$ cat src/hdl/srde_pkg.sv
// Shared types and constants of the sparse row dot engine.
`default_nettype none

package srde_pkg;

	localparam int VECTOR_DEPTH_DEF = 1024;
	localparam int MAX_ROWS_DEF     = 1024;
	localparam int QUEUE_DEPTH      = 4;

	localparam int INDEX_W = 10;
	localparam int WORD_W  = 32;
	localparam int ROW_W   = 10;
	localparam int MODE_W  = 2;
	localparam int IN_DATA_W  = 48;
	localparam int OUT_DATA_W = 48;

	typedef enum logic [MODE_W-1:0] {
		OP_LOAD  = 2'd0,
		OP_MAC   = 2'd1,
		OP_EMPTY = 2'd2
	} op_t;

	typedef struct packed {
		op_t               op;
		logic [WORD_W-1:0] value;
		logic [WORD_W-1:0] elem;
		logic              last;
	} q_entry_t;

endpackage

`default_nettype wire

$ cat src/hdl/srde_back.sv
// Back end: multiply, row accumulation and result register.
`default_nettype none

module srde_back #(
	parameter int MAX_ROWS = srde_pkg::MAX_ROWS_DEF
) (
	input  wire logic                            clk,
	input  wire logic                            arst_n,
	input  wire logic                            pop_valid,
	output logic                                 pop_ready,
	input  srde_pkg::q_entry_t                   pop_entry,
	output logic                                 m_tvalid,
	input  wire logic                            m_tready,
	output logic [srde_pkg::OUT_DATA_W-1:0]      m_tdata
);

	localparam int RW = (MAX_ROWS > 1) ? $clog2(MAX_ROWS) : 1;

	logic                        valid_s2;
	srde_pkg::op_t               op_s2;
	logic [srde_pkg::WORD_W-1:0] prod_s2;
	logic                        last_s2;

	logic [srde_pkg::WORD_W-1:0] acc_q;
	logic [RW-1:0]               row_q;
	logic                        out_valid_q;
	logic [srde_pkg::ROW_W-1:0]  out_row_q;
	logic [srde_pkg::WORD_W-1:0] out_sum_q;

	logic                        out_free;
	logic                        s2_emit;
	logic                        s2_go;
	logic [srde_pkg::WORD_W-1:0] sum;
	logic [RW-1:0]               row_next;
	logic [31:0]                 row_ext;

	assign out_free  = !out_valid_q || m_tready;
	assign s2_emit   = (op_s2 == srde_pkg::OP_EMPTY) || ((op_s2 == srde_pkg::OP_MAC) && last_s2);
	assign s2_go     = valid_s2 && (!s2_emit || out_free);
	assign pop_ready = !valid_s2 || s2_go;
	assign sum       = acc_q + prod_s2;
	assign row_next  = (row_q == RW'(MAX_ROWS - 1)) ? '0 : row_q + 1'b1;
	assign row_ext   = 32'(row_q);

	always_ff @(posedge clk or negedge arst_n) begin
		if (!arst_n) begin
			valid_s2 <= 1'b0;
		end else if (pop_ready) begin
			valid_s2 <= pop_valid;
		end
	end

	always_ff @(posedge clk) begin
		if (pop_valid && pop_ready) begin
			op_s2   <= pop_entry.op;
			prod_s2 <= pop_entry.value * pop_entry.elem;
			last_s2 <= pop_entry.last;
		end
	end

	always_ff @(posedge clk or negedge arst_n) begin
		if (!arst_n) begin
			acc_q       <= '0;
			row_q       <= '0;
			out_valid_q <= 1'b0;
		end else begin
			if (m_tready) begin
				out_valid_q <= 1'b0;
			end
			if (s2_go) begin
				unique case (op_s2)
					srde_pkg::OP_LOAD: begin
						acc_q <= '0;
						row_q <= '0;
					end
					srde_pkg::OP_MAC: begin
						if (last_s2) begin
							acc_q       <= '0;
							row_q       <= row_next;
							out_valid_q <= 1'b1;
						end else begin
							acc_q <= sum;
						end
					end
					srde_pkg::OP_EMPTY: begin
						acc_q       <= '0;
						row_q       <= row_next;
						out_valid_q <= 1'b1;
					end
					default: begin
						acc_q <= acc_q;
					end
				endcase
			end
		end
	end

	always_ff @(posedge clk) begin
		if (s2_go && s2_emit) begin
			out_row_q <= row_ext[srde_pkg::ROW_W-1:0];
			out_sum_q <= (op_s2 == srde_pkg::OP_EMPTY) ? '0 : sum;
		end
	end

	assign m_tvalid = out_valid_q;
	assign m_tdata  = {{(srde_pkg::OUT_DATA_W - srde_pkg::ROW_W - srde_pkg::WORD_W){1'b0}},
		out_sum_q, out_row_q};

	a_empty_zero: assert property (@(posedge clk) disable iff (!arst_n)
		(s2_go && op_s2 == srde_pkg::OP_EMPTY) |=> (out_valid_q && out_sum_q == '0))
		else $error("empty row did not give a zero sum");

	a_load_restart: assert property (@(posedge clk) disable iff (!arst_n)
		(s2_go && op_s2 == srde_pkg::OP_LOAD) |=> (acc_q == '0 && row_q == '0))
		else $error("vector load did not restart rows");

	a_row_bound: assert property (@(posedge clk) disable iff (!arst_n)
		row_ext < 32'(MAX_ROWS))
		else $error("row counter beyond row count");

endmodule

`default_nettype wire
$ cat config.mk
export PLATFORM = sky130hd
export DESIGN_NAME = srde_back
export DESIGN_NICKNAME = d
export VERILOG_FILES = /design/src/hdl/srde_pkg.sv /design/src/hdl/srde_back.sv
export SDC_FILE = /design/constraint.sdc
export NUM_CORES = 1
export LEC_CHECK = 0
export BUFFER_PORTS_ARGS = -buffer_cell sky130_fd_sc_hd__buf_2
export CORE_ASPECT_RATIO = 1.75
export CORE_UTILIZATION = 35
export DETAILED_ROUTE_END_ITERATION = 8
export GPL_TIMING_DRIVEN = 0
export SLEW_MARGIN = 15
export SYNTH_ARGS = -nofsm -noshare
export SYNTH_HDL_FRONTEND = slang
export SYNTH_SLANG_ARGS = --single-unit
$ cat constraint.sdc
create_clock -name clk -period 3.4 [get_ports clk]
set_input_delay 0.68 -clock clk [delete_from_list [all_inputs] [get_ports clk]]
set_output_delay 0.68 -clock clk [all_outputs]
set_load 0.03 [all_outputs]
==> results.yml <==
critical_path:
  worstSetupPathType: "in -> reg"
  cp.required_ns: 3.56
  cp_slowest_cell: "fa_1"
  r2r_slack_ns: 0.17
  slowest_delay_ns: 0.57
  critPathMostFrequentCell: "fa_1"
  worst-path-max-fanout: 6
  critPathLaunchType: "input port"
  cp.arrival_ns: 7.03
  cp-end-kind: "flop"
  crit_chain: "buf_12 > buf_8 > and2_4 > fa_1 > inv_2 > fa_1 > fa_1 > fa_1 > inv_1 > fa_1 > fa_1 > fa_1 > fa_1 > ha_4 > and3_4 > nand3_4 > o21ai_4 > a41o_1 > nor4_2 > nor4b_2 > a311oi_2 > xnor2_1"
yosys:
  synthFlopType: "edfxtp_1"
  ys_ff_latch: 121
  synthDistinctLibCells: 64
  netlist_instances: 2246
  synth-edff-count: 77
  yosysWarnings: 0
  synthArstFlopShare: 0.364
  synth_area_per_cell_um2: 9.57
  synthesis.area_um2: 21500
  ys_seq_area_frac: 0.159
route:
  drc: 0
  wl_per_cell_um: 22.7
  num_vias: 16300
  firstDrtPassIters: 5
  finalWirelength_um: 73600
  via_per_inst: 5.05
  drtAntennaViolNets: 0
  drtIter0Drc: 805
run_status:
  status: "finished, violations left"
  violations: "negative setup slack"
layout:
  most-common-layout-cells: "inv_1, fa_1, nand2_1, and2_1, ha_1"
  fin_util: 0.432
  num_antenna_cells: 0
  final_area_um2: 26100
  final_common_cell: "inv_1"
  nets: 3075
  syn_to_final_growth_pct: 21.6
  drive_gt1_frac: 0.192
hold_path:
  hp-class: "in -> async"
floorplanning:
  num_rows: 119
  die_area_um2: 62500
  die_h_um: 330
  num_io_pins: 121
  coreArea_um2: 60500
  fp.dieW_um: 189
  initial_utilization: 0.356
grt:
  grt_overflow_total: 0
  grt_pass1_wl_um: 111000
  grt_max_degree: 45
  antenna_found_initial: 0
  grt_usage: 0.246
  grt_pass1_vias: 18500
cts:
  cts_htree_levels: 4
  numCtsBuffers: 17
  path_clk_slew_ns: 0.05
  cts-root-buf: "clkbuf_16"
  clk_path_buf_depth: 2
  clock_sinks: 121
  cts_tree: "yes"
  holdBufCountCts: 0
  clk_latency_ns: 0.42
timing:
  maxSlewHeadroom: 0.488
  period_share: 2.02
  finalHoldViolCount: 0
  clock-skew-final_ns: 0.00804
  final.setup.tns_ns: -68.70
  worstMarginPinSlew_ns: 0.768
  fmax_mhz: 146
  setup_slack_ns: -3.47
  setup_viol: 27
  drv_slew: 0
  rsz0062_at_grt: "yes"
  period_needed_ns: 6.87
placement:
  hpwl_um: 60600
  gp_congestion: 0.970
  postPlaceCellArea_um2: 23700
  numPortBuffers: 104
flow_run:
  drv_cap: 0
## cell usage after synthesis (2+ instances only)
cell type | number | area share
nor4_1 | 3 | 0.00087
a21o_1 | 23 | 0.0080
clkbuf_1 | 96 | 0.017
and3_2 | 2 | 0.00070
o21bai_1 | 6 | 0.0021
nor4b_2 | 2 | 0.0014
a31oi_1 | 3 | 0.00087
a21oi_2 | 3 | 0.0012
nor2b_1 | 26 | 0.0076
edfxtp_1 | 77 | 0.11
a21o_2 | 2 | 0.00081
nor2_1 | 43 | 0.0075
o31ai_1 | 6 | 0.0021
xor2_1 | 29 | 0.012
dfrtp_1 | 44 | 0.051
a21boi_0 | 5 | 0.0017
a21oi_1 | 44 | 0.010
o21a_1 | 9 | 0.0031
inv_1 | 421 | 0.073
a211oi_2 | 2 | 0.0012
o21ai_0 | 48 | 0.011
nand2_1 | 338 | 0.059
a211oi_1 | 7 | 0.0024
buf_2 | 4 | 0.00093
and2_1 | 234 | 0.068
nand3_1 | 12 | 0.0028
nand4_1 | 4 | 0.0012
nand2b_1 | 11 | 0.0032
a41o_1 | 2 | 0.00093
o211ai_1 | 5 | 0.0017
nor4_2 | 2 | 0.0012
mux2i_1 | 2 | 0.00093
fa_1 | 409 | 0.38
xnor2_1 | 84 | 0.034
o21ai_1 | 3 | 0.00070
a22o_1 | 26 | 0.011
o21ai_2 | 2 | 0.00081
and3_1 | 3 | 0.00087
ha_1 | 159 | 0.093
or2_2 | 5 | 0.0015
a31o_2 | 2 | 0.00081
nor3_1 | 11 | 0.0026
buf_4 | 6 | 0.0021
## cell families after synthesis
family,synth area share
AND/OR/NAND/NOR,0.161
adder cells (fa/ha/maj),0.473
buffers and inverters,0.0935
AO/OA/AOI/OAI,0.0663
flip-flops,0.159
XOR/XNOR,0.0460
multiplexers,0.000931
other,0.000174
## repair_timing
| action | 4_1_cts | 5_1_grt |
|---|---|---|
| pin swaps | 92 | 56 |
| resized for setup | 234 | 104 |
| gates cloned | 0 | 1 |
| setup endpoints to repair | 48 | 32 |
| buffers inserted | 45 | 23 |
## registers in the layout, summed over array words and instances, names as in the netlist
signal,flops
acc_q,32
last_s2,1
m_tvalid,1
op_s2,2
out_row_q,10
out_sum_q,32
prod_s2,32
row_q,10
valid_s2,1
## routing by layer
| metal | vias to the layer above | global-route usage | part of all wire |
|---|---|---|---|
| li1 | 7230 | - | - |
| met1 | 8369 | 0.233 | 0.33 |
| met2 | 527 | 0.472 | 0.54 |
| met3 | 205 | 0.0290 | 0.038 |
| met4 | 0 | 0.194 | 0.093 |
| met5 | - | 0 | 0 |
## path summary, 6_finish.rpt
path | start | to | cells past startpoint
min in group clk | pop_entry[65] | op_s2[0] | 1
worst min-delay path | arst_n | acc_q[9] | 1
worst max-delay path | pop_entry[3] | prod_s2[30] | 22
max in group asynchronous | arst_n | acc_q[29] | 1
worst min register to register | acc_q[26] | acc_q[26] | 2
worst max register to register | prod_s2[0] | acc_q[24] | 12
## critical path, delay by kind of cell
kind | cells | cell delay (ns)
adder cells (fa/ha/maj) | 9 | 4.38
AND/OR/NAND/NOR | 5 | 0.83
buffers and inverters | 4 | 0.35
XOR/XNOR | 1 | 0.16
AO/OA/AOI/OAI | 3 | 0.61
## per-stage QoR
| stage | setup slack (ns) | instances | hold slack (ns) |
|---|---|---|---|
| after global placement | -4.80 | 3141 | 0.472 |
| after CTS | -3.51 | 3217 | 0.409 |
| final | -3.47 | 3235 | 0.274 |
| after floorplan | -3.47 | 2251 | 0.384 |
| after global routing | -3.65 | 3235 | 0.306 |
| after detailed placement | -4.84 | 3143 | 0.479 |
## final cells by class
| type | count | area [µm²] |
|---|---|---|
| buffer | 102 | 1320 |
| clock inverter | 9 | 75.1 |
| sequential | 121 | 3410 |
| multi-input combinational | 1602 | 17000 |
| inverter | 421 | 1580 |
| clock buffer | 23 | 468 |
| timing repair buffer | 171 | 1300 |
| tap | 786 | 983 |
| fill | 5938 | 34300 |
Power is not shown: default switching activity piles up to over one toggle a cycle in this logic, so the estimate is an artifact.
