**config.mk**
```make
export PLATFORM = sky130hd
export DESIGN_NAME = srde_queue
export DESIGN_NICKNAME = d
export VERILOG_FILES = /design/src/hdl/srde_pkg.sv /design/src/hdl/srde_queue.sv
export SDC_FILE = /design/constraint.sdc
export NUM_CORES = 1
export LEC_CHECK = 0
export BUFFER_PORTS_ARGS = -buffer_cell sky130_fd_sc_hd__buf_2
export CAP_MARGIN = 20
export CORE_MARGIN = 1.5
export CORE_UTILIZATION = 40
export DETAILED_ROUTE_END_ITERATION = 10
export PLACE_DENSITY = 0.6
export SETUP_SLACK_MARGIN = 0.1
export SYNTH_ARGS = -nofsm -noshare
export SYNTH_HDL_FRONTEND = slang
export SYNTH_SLANG_ARGS = --single-unit
```
**constraint.sdc**
```tcl
create_clock -name clk -period 2.42 [get_ports clk]
set_input_delay 0.121 -clock clk [delete_from_list [all_inputs] [get_ports clk]]
set_output_delay 0.121 -clock clk [all_outputs]
set_load 0.02 [all_outputs]
```
**src/hdl/srde_pkg.sv**
```systemverilog
// Shared types and constants of the sparse row dot engine.
`default_nettype none

package srde_pkg;

	localparam int VECTOR_DEPTH_DEF = 1024;
	localparam int MAX_ROWS_DEF     = 1024;
	localparam int QUEUE_DEPTH      = 4;

	localparam int INDEX_W = 10;
	localparam int WORD_W  = 32;
	localparam int ROW_W   = 10;
	localparam int MODE_W  = 2;
	localparam int IN_DATA_W  = 48;
	localparam int OUT_DATA_W = 48;

	typedef enum logic [MODE_W-1:0] {
		OP_LOAD  = 2'd0,
		OP_MAC   = 2'd1,
		OP_EMPTY = 2'd2
	} op_t;

	typedef struct packed {
		op_t               op;
		logic [WORD_W-1:0] value;
		logic [WORD_W-1:0] elem;
		logic              last;
	} q_entry_t;

endpackage

`default_nettype wire

```
**src/hdl/srde_queue.sv**
```systemverilog
// Short queue between front end and back end.
`default_nettype none

module srde_queue (
	input  wire logic        clk,
	input  wire logic        arst_n,
	input  wire logic        in_valid,
	output logic             in_ready,
	input  srde_pkg::q_entry_t in_entry,
	output logic             out_valid,
	input  wire logic        out_ready,
	output srde_pkg::q_entry_t out_entry
);

	localparam int PW = $clog2(srde_pkg::QUEUE_DEPTH);
	localparam int CW = $clog2(srde_pkg::QUEUE_DEPTH + 1);

	srde_pkg::q_entry_t slots [srde_pkg::QUEUE_DEPTH];

	logic [PW-1:0] wr_ptr_q;
	logic [PW-1:0] rd_ptr_q;
	logic [CW-1:0] count_q;
	logic          push;
	logic          pop;

	assign in_ready  = count_q != CW'(srde_pkg::QUEUE_DEPTH);
	assign out_valid = count_q != '0;
	assign out_entry = slots[rd_ptr_q];
	assign push      = in_valid && in_ready;
	assign pop       = out_valid && out_ready;

	always_ff @(posedge clk) begin
		if (push) begin
			slots[wr_ptr_q] <= in_entry;
		end
	end

	always_ff @(posedge clk or negedge arst_n) begin
		if (!arst_n) begin
			wr_ptr_q <= '0;
			rd_ptr_q <= '0;
			count_q  <= '0;
		end else begin
			if (push) begin
				wr_ptr_q <= (wr_ptr_q == PW'(srde_pkg::QUEUE_DEPTH - 1)) ? '0 : wr_ptr_q + 1'b1;
			end
			if (pop) begin
				rd_ptr_q <= (rd_ptr_q == PW'(srde_pkg::QUEUE_DEPTH - 1)) ? '0 : rd_ptr_q + 1'b1;
			end
			if (push && !pop) begin
				count_q <= count_q + 1'b1;
			end else if (pop && !push) begin
				count_q <= count_q - 1'b1;
			end
		end
	end

	a_count_bound: assert property (@(posedge clk) disable iff (!arst_n)
		count_q <= CW'(srde_pkg::QUEUE_DEPTH))
		else $error("queue count beyond depth");

	a_push_grows: assert property (@(posedge clk) disable iff (!arst_n)
		(push && !pop) |=> (count_q == $past(count_q) + 1'b1))
		else $error("queue count did not grow on push");

endmodule

`default_nettype wire

```
==> impl_metrics.csv, run 1 <==
group,metric,value,unit
die,die_area,0.0262,sq mm
clocking,cts_sinks,275,
timing,setup_viol_count_final,0,
die,core_area,0.0245,sq mm
placed_design,io_buffers,139,
global_routing,grt_pass1_vias,5326,
placed_design,placed_cell_area,0.0113,sq mm
worst_setup_path,crit_arrival,2.60,ns
power_and_ir_drop,p_clk_share,25.0,%
timing,period_share,89.4,%
clocking,cts_tree,"done",
drt,firstDrtPassIters,4,
drt,vias,4805,
synth,postSynthAreaPerCell,26.1,sq um
timing,drv_slew,0,
drt,drtAntennaViolNets,0,
timing,fin_crit,2.16,ns
cells_and_area,final_nets,705,
worst_setup_path,crit_path_start_kind,"flip-flop",
die,die_x,162,microns
global_routing,grt_util_all_layers,14.6,%
synth,synth-seq-cells,275,
min_path,hold_class,"in -> reg",
worst_setup_path,critical_path_class,"reg -> reg",
power_and_ir_drop,swShare,31.1,%
cells_and_area,fin_area,0.0129,sq mm
clocking,cts-buffers-inserted,29,
cells_and_area,finish.utilization,52.6,%
placed_design,dp_cells,846,
cells_and_area,stdcell_count,971,
cells_and_area,antenna_cells,0,
drt,drt_iter0_drc,253,
global_routing,grt_max_degree,39,
die,rows,57,
worst_setup_path,worstPathMaxFanout,4,
timing,worst_pin_slew,0.464,ns
power_and_ir_drop,finalPower,15700,uW
power_and_ir_drop,p_switching,4890,uW
job,cap_violations,0,
synth,syn_inst,387,
clocking,clockBufferDepth,3,
cells_and_area,area_delta_synth_final,28.0,%
outcome,outcome,"finished clean",
timing,max_freq,462,MHz
clocking,clockRootBuffer,"clkbuf_16",
die,die_y,162,microns
timing,fin_worst_skew,0.00766,ns
timing,finalHoldViolCount,0,
drt,viasPerCell,4.95,
cells_and_area,drive_gt1_share,43.0,%
power_and_ir_drop,pwr_density_cell,1220,mW/mm^2
drt,wl,18700,microns
timing,relSlewSlack,69.1,%
global_routing,grt_pass1_wl,29100,microns
placed_design,place_congestion,0.734,
clocking,insertion_delay,0.52,ns
cells_and_area,layout_commonest_cell,"edfxtp_1",
timing,tns,0,ns
clocking,cts-htree-levels,1,
worst_setup_path,worst_ep_required_time,2.86,ns
die,start_util,41.1,%
global_routing,grt_antenna_before_repair,0,
cells_and_area,fillers,1940,
drt,drc,0,
synth,synth.distinct_cells,19,
drt,wl_per_cell,19.3,microns
clocking,clkTransAtPathRegs,0.06,ns
synth,synth.cell_area,0.0101,sq mm
worst_setup_path,end_kind,"flip-flop",
power_and_ir_drop,combPwrFrac,32.8,%
cells_and_area,final_cell_mix,"edfxtp_1 (268), buf_2 (139), dlygate4sd3_1 (70)",
timing,rsz0062_at_grt,"false",
power_and_ir_drop,cellLeakagePower,0.00447,uW
synth,synthesis.nets,465,
global_routing,overflow,0,
die,ios,140,
power_and_ir_drop,p_int,10800,uW
synth,yosysSeqAreaShare,81.5,%
power_and_ir_drop,p_seq_share,42.1,%
synth,ys_warn_count,0,
power_and_ir_drop,ir_drop,1.16,mV
placed_design,place_hpwl,10700,microns
[flip-flops by register name, summed over array words and instances, names as in the netlist]
name      cells
count_q       3
rd_ptr_q      2
wr_ptr_q      2
slots       268
[power by group through the flow]
stage	combinational [uW]	clock (uW)	sequential, uW
6_report	5160	3940	6630
3_5_place_dp	4950	0	6850
5_1_grt	5540	4230	6710
2_1_floorplan	3480	0	6550
4_1_cts	5260	4060	6650
3_3_place_gp	4890	0	6780
[synthesized netlist by cell type]
cell | instances | area, sq um
inv_1 | 3 | 11.3
nand2_1 | 1 | 3.75
edfxtp_1 | 268 | 8050
ha_1 | 6 | 75.1
fa_1 | 1 | 20.0
or3_2 | 1 | 7.51
buf_2 | 9 | 45.0
mux2_4 | 2 | 30.0
xnor2_1 | 1 | 8.76
clkbuf_1 | 5 | 18.8
dfrtp_1 | 7 | 175
mux4_2 | 67 | 1510
nor2_1 | 3 | 11.3
mux2_2 | 3 | 33.8
and3_2 | 4 | 30.0
xor2_1 | 2 | 17.5
or3b_4 | 1 | 11.3
and2_4 | 1 | 8.76
buf_6 | 2 | 22.5
[worst paths after layout]
path                                             start                       to  slack (ns)  cells past startpoint
max in group asynchronous                       arst_n  rd_ptr_q[1]$_DFFE_PN0P_        1.56                      3
worst max-delay path            count_q[0]$_DFFE_PN0P_   count_q[2]$_DFFE_PN0P_        0.26                      8
worst min register to register  count_q[2]$_DFFE_PN0P_   count_q[2]$_DFFE_PN0P_        0.51                      1
worst min-delay path                          in_valid  wr_ptr_q[0]$_DFFE_PN0P_        0.09                      3
min in group asynchronous                       arst_n  wr_ptr_q[0]$_DFFE_PN0P_        0.56                      3
worst max register to register  count_q[0]$_DFFE_PN0P_   count_q[2]$_DFFE_PN0P_        0.26                      8
[metal layers]
metal	part of all wire [%]	global-route usage (%)
met3	5.3	2.81
met5	0	0
met4	1.6	3.71
met1	43	19.7
met2	50	24.6
[through the flow]
stage / hold slack, ns / worst slack (ns)
floorplan: -0.175 / 0.248
global placement: -0.0461 / 0.282
detailed placement: -0.0332 / 0.0993
CTS: 0.0624 / 0.109
global route: 0.0818 / 0.157
finish: 0.0920 / 0.257
[logic make-up (layout without fill, tap and decap cells)]
logic type | after synthesis | count (layout) | share of synthesized area, %
simple gates | 11 | 11 | 0.719
buf+inv | 19 | 279 | 0.967
fa+ha+maj | 7 | 7 | 0.943
mux | 72 | 72 | 15.6
flops | 275 | 275 | 81.5
xor+xnor | 3 | 3 | 0.261
[repair_timing]
| action | CTS | global route |
|---|---|---|
| hold buffers | 70 | 0 |
| endpoints found under the setup margin | 57 | 1 |
| setup buffers | 2 | 2 |
| resized for setup | 2 | 3 |
| hold endpoints to repair | 277 | 0 |
| pin swaps | 0 | 3 |
[layout make-up]
class	instances	area [sq um]	share of cell area, %
clock buffer	36	752	5.82
tap	324	405	3.14
sequential	275	8230	63.7
timing repair buffer	225	1620	12.6
inverter	3	11.3	0.0872
multi-input combinational	93	1800	13.9
clock inverter	15	96.3	0.746
[worst max-delay path, cell delays in order, from the launching register on]
cell,delay (ns)
dfrtp_2,0.43
or3_4,0.40
nand2_4,0.08
ha_2,0.19
inv_1,0.06
fa_1,0.40
xor2_1,0.19
nor2_1,0.15
xor2_1,0.17
(Power assumes the default switching activity.)
==> run 2: changes to the inputs <==
--- a/config.mk
+++ b/config.mk
@@ -10,7 +10,9 @@
 export CORE_MARGIN = 1.5
 export CORE_UTILIZATION = 40
 export DETAILED_ROUTE_END_ITERATION = 10
+export HOLD_SLACK_MARGIN = 0.02
 export PLACE_DENSITY = 0.6
+export RECOVER_POWER = 100
 export SETUP_SLACK_MARGIN = 0.1
 export SYNTH_ARGS = -nofsm -noshare
 export SYNTH_HDL_FRONTEND = slang
==> constraint.sdc (replaced) <==
create_clock -name clk -period 2.2 [get_ports clk]
set_input_delay 0.11 -clock clk [delete_from_list [all_inputs] [get_ports clk]]
set_output_delay 0.11 -clock clk [all_outputs]
set_load 0.02 [all_outputs]
==> run 2 against run 1 <==
Effect of this change: register-to-register slack got worse by 0.20 ns; non-clock buffer count rose by 8; flip-flop and latch count did not move; count of clock-buffer cells in the layout fell by 4; via count rose by 0.60%; clock power rose by 25%; design area rose by 4.8%; first-iteration DRC count fell by 9.1%; die area did not move; worst setup slack got worse by 0.20 ns; critical endpoint is now count_q[1]$_DFFE_PN0P_.
==> impl_metrics.csv, run 2 (synthesis results as in run 1) <==
group,metric,value,unit
outcome,outcome,"finished clean",
worst_setup_path,crit_path_start_kind,"flip-flop",
cells_and_area,largest_register,"slots",
drt,drc,0,
global_routing,grt_antenna_before_repair,1,
cells_and_area,final_nets,714,
global_routing,grt_util_all_layers,14.7,%
die,die_area,0.0262,sq mm
drt,vias,4834,
timing,drv_slew,0,
cells_and_area,area_delta_synth_final,34.2,%
drt,drtAntennaViolNets,0,
timing,setup_viol_count_final,0,
job,cap_violations,0,
placed_design,place_hpwl,10100,microns
worst_setup_path,critical_path_class,"reg -> reg",
cells_and_area,reg.largest.list,"slots (268), count_q (3)",
die,die_x,162,microns
placed_design,post-place-ws,0.0443,ns
power_and_ir_drop,pwr_density_cell,1430,mW/mm^2
die,start_util,41.1,%
cells_and_area,layout_commonest_cell,"edfxtp_1",
drt,wl,19500,microns
worst_setup_path,crit_arrival,2.56,ns
timing,worst_pin_slew,0.987,ns
timing,setup_ws,0.0530,ns
power_and_ir_drop,swShare,29.7,%
timing,finalHoldViolCount,0,
worst_setup_path,worst_ep_required_time,2.61,ns
worst_setup_path,critPathMaxStageDelay,0.50,ns
timing,relSlewSlack,34.2,%
min_path,hold_class,"in -> reg",
global_routing,grt_pass1_vias,5222,
die,ios,140,
die,rows,57,
cells_and_area,ff_latch_area,0.00823,sq mm
worst_setup_path,crit_buf_inv,1,
timing,rsz0062_at_grt,"true",
cells_and_area,final_cell_mix,"edfxtp_1 (268), dlygate4sd3_1 (70), clkbuf_1 (69)",
power_and_ir_drop,p_clk_share,25.5,%
drt,viasPerCell,4.93,
cells_and_area,fillers,1907,
power_and_ir_drop,p_switching,5750,uW
clocking,clkTransAtPathRegs,0.06,ns
drt,wl_per_cell,19.9,microns
die,core_area,0.0245,sq mm
clocking,clockBufferDepth,3,
clocking,insertion_delay,0.53,ns
clocking,cts-htree-levels,1,
cells_and_area,multi_input_area,0.00181,sq mm
cells_and_area,largest_reg_flops,268,
cells_and_area,drive_gt1_share,34.2,%
timing,fin_worst_skew,0.0172,ns
power_and_ir_drop,combPwrFrac,37.0,%
timing,period_share,97.6,%
global_routing,overflow,0,
worst_setup_path,end_kind,"flip-flop",
timing,fin_crit,2.15,ns
worst_setup_path,path_cells,"or3b_1, and2_4, ha_4, inv_1, fa_1, mux2_2",
worst_setup_path,cp_top_family,"simple AND/OR/NAND/NOR gates",
clocking,clockRootBuffer,"clkbuf_16",
global_routing,grt_pass1_wl,29300,microns
cells_and_area,stdcell_count,981,
timing,tns,0,ns
placed_design,io_buffers,139,
power_and_ir_drop,p_int,13600,uW
placed_design,place_congestion,0.725,
global_routing,grt_max_degree,68,
placed_design,dp_cells,840,
worst_setup_path,worstPathMaxFanout,6,
power_and_ir_drop,p_seq_share,37.5,%
drt,firstDrtPassIters,4,
die,die_y,162,microns
cells_and_area,finish.utilization,55.2,%
clocking,cts_sinks,275,
cells_and_area,antenna_cells,0,
drt,drt_iter0_drc,230,
timing,max_freq,466,MHz
power_and_ir_drop,ir_drop,0.848,mV
power_and_ir_drop,cellLeakagePower,0.00457,uW
worst_setup_path,crit_slowest_cell,"or3b_1",
clocking,cts-buffers-inserted,29,
clocking,cts_tree,"done",
## run 2: cell count changes in the layout (fill, tap and decap cells not counted), moves of 2 or more
| cell | before | now |
|---|---|---|
| buf_16 | 1 | 6 |
| clkbuf_16 | 29 | 32 |
| clkinv_4 | 0 | 2 |
| bufinv_16 | 1 | 5 |
| clkbuf_8 | 0 | 2 |
| buf_4 | 8 | 13 |
| buf_6 | 0 | 58 |
| clkbuf_1 | 7 | 69 |
| buf_2 | 139 | 10 |
| buf_12 | 7 | 4 |
## run 2: tightest hold or removal path: cells and delay by family
kind,cells,cell delay (ns)
AND/OR/NAND/NOR,1,0.17
buffers and inverters,1,0.14
multiplexers,1,0.19
## run 2: final timing paths
path	start	to	slack (ns)	depth (start not counted)
max	count_q[0]$_DFFE_PN0P_	count_q[1]$_DFFE_PN0P_	0.05	6
min	in_valid	wr_ptr_q[1]$_DFFE_PN0P_	0.12	3
max reg2reg	count_q[0]$_DFFE_PN0P_	count_q[1]$_DFFE_PN0P_	0.05	6
min reg2reg	count_q[2]$_DFFE_PN0P_	count_q[2]$_DFFE_PN0P_	0.58	2
max in group asynchronous	arst_n	rd_ptr_q[0]$_DFFE_PN0P_	1.30	3
min in group asynchronous	arst_n	wr_ptr_q[0]$_DFFE_PN0P_	0.60	3
## run 2: layer usage
| metal | track usage [%] | part of all wire (%) | vias up |
|---|---|---|---|
| met4 | 3.71 | 2.1 | 2 |
| met2 | 25.0 | 51 | 123 |
| li1 | - | - | 2169 |
| met1 | 19.5 | 42 | 2515 |
| met3 | 3.14 | 5.2 | 25 |
| met5 | 0 | 0.082 | - |
## run 2: power groups by stage
stage                     sequential, uW  clock (uW)  combinational, uW
after global placement              7390           0               5400
after detailed placement            7460           0               5430
after CTS                           7310        5050               6690
after global routing                7350        5240               7610
after floorplan                     7210           0               3830
final                               7270        4940               7170
## run 2: repair_timing
item	CTS	global route
hold buffers	70	0
hold endpoints to repair	277	0
endpoints found under the setup margin	69	136
pin swaps	0	6
resized for setup	95	36
gates cloned	2	4
buffers inserted	3	7
## run 2: cell type report
cell class	instances	area share (%)
Inverter	3	0.0832
Tap cell	324	2.99
Sequential cell	275	60.8
Clock buffer	32	5.59
Multi-Input combinational cell	94	13.4
Timing Repair Buffer	233	15.5
Clock inverter	20	1.71
## run 2: through the flow
step	cell area (sq um)	power [uW]	hold WS (ns)
global route	13500	20200	0.115
CTS	13300	19000	0.0576
global placement	11200	12800	-0.0483
finish	13500	19400	0.122
detailed placement	11200	12900	-0.0400
floorplan	10100	11000	-0.186
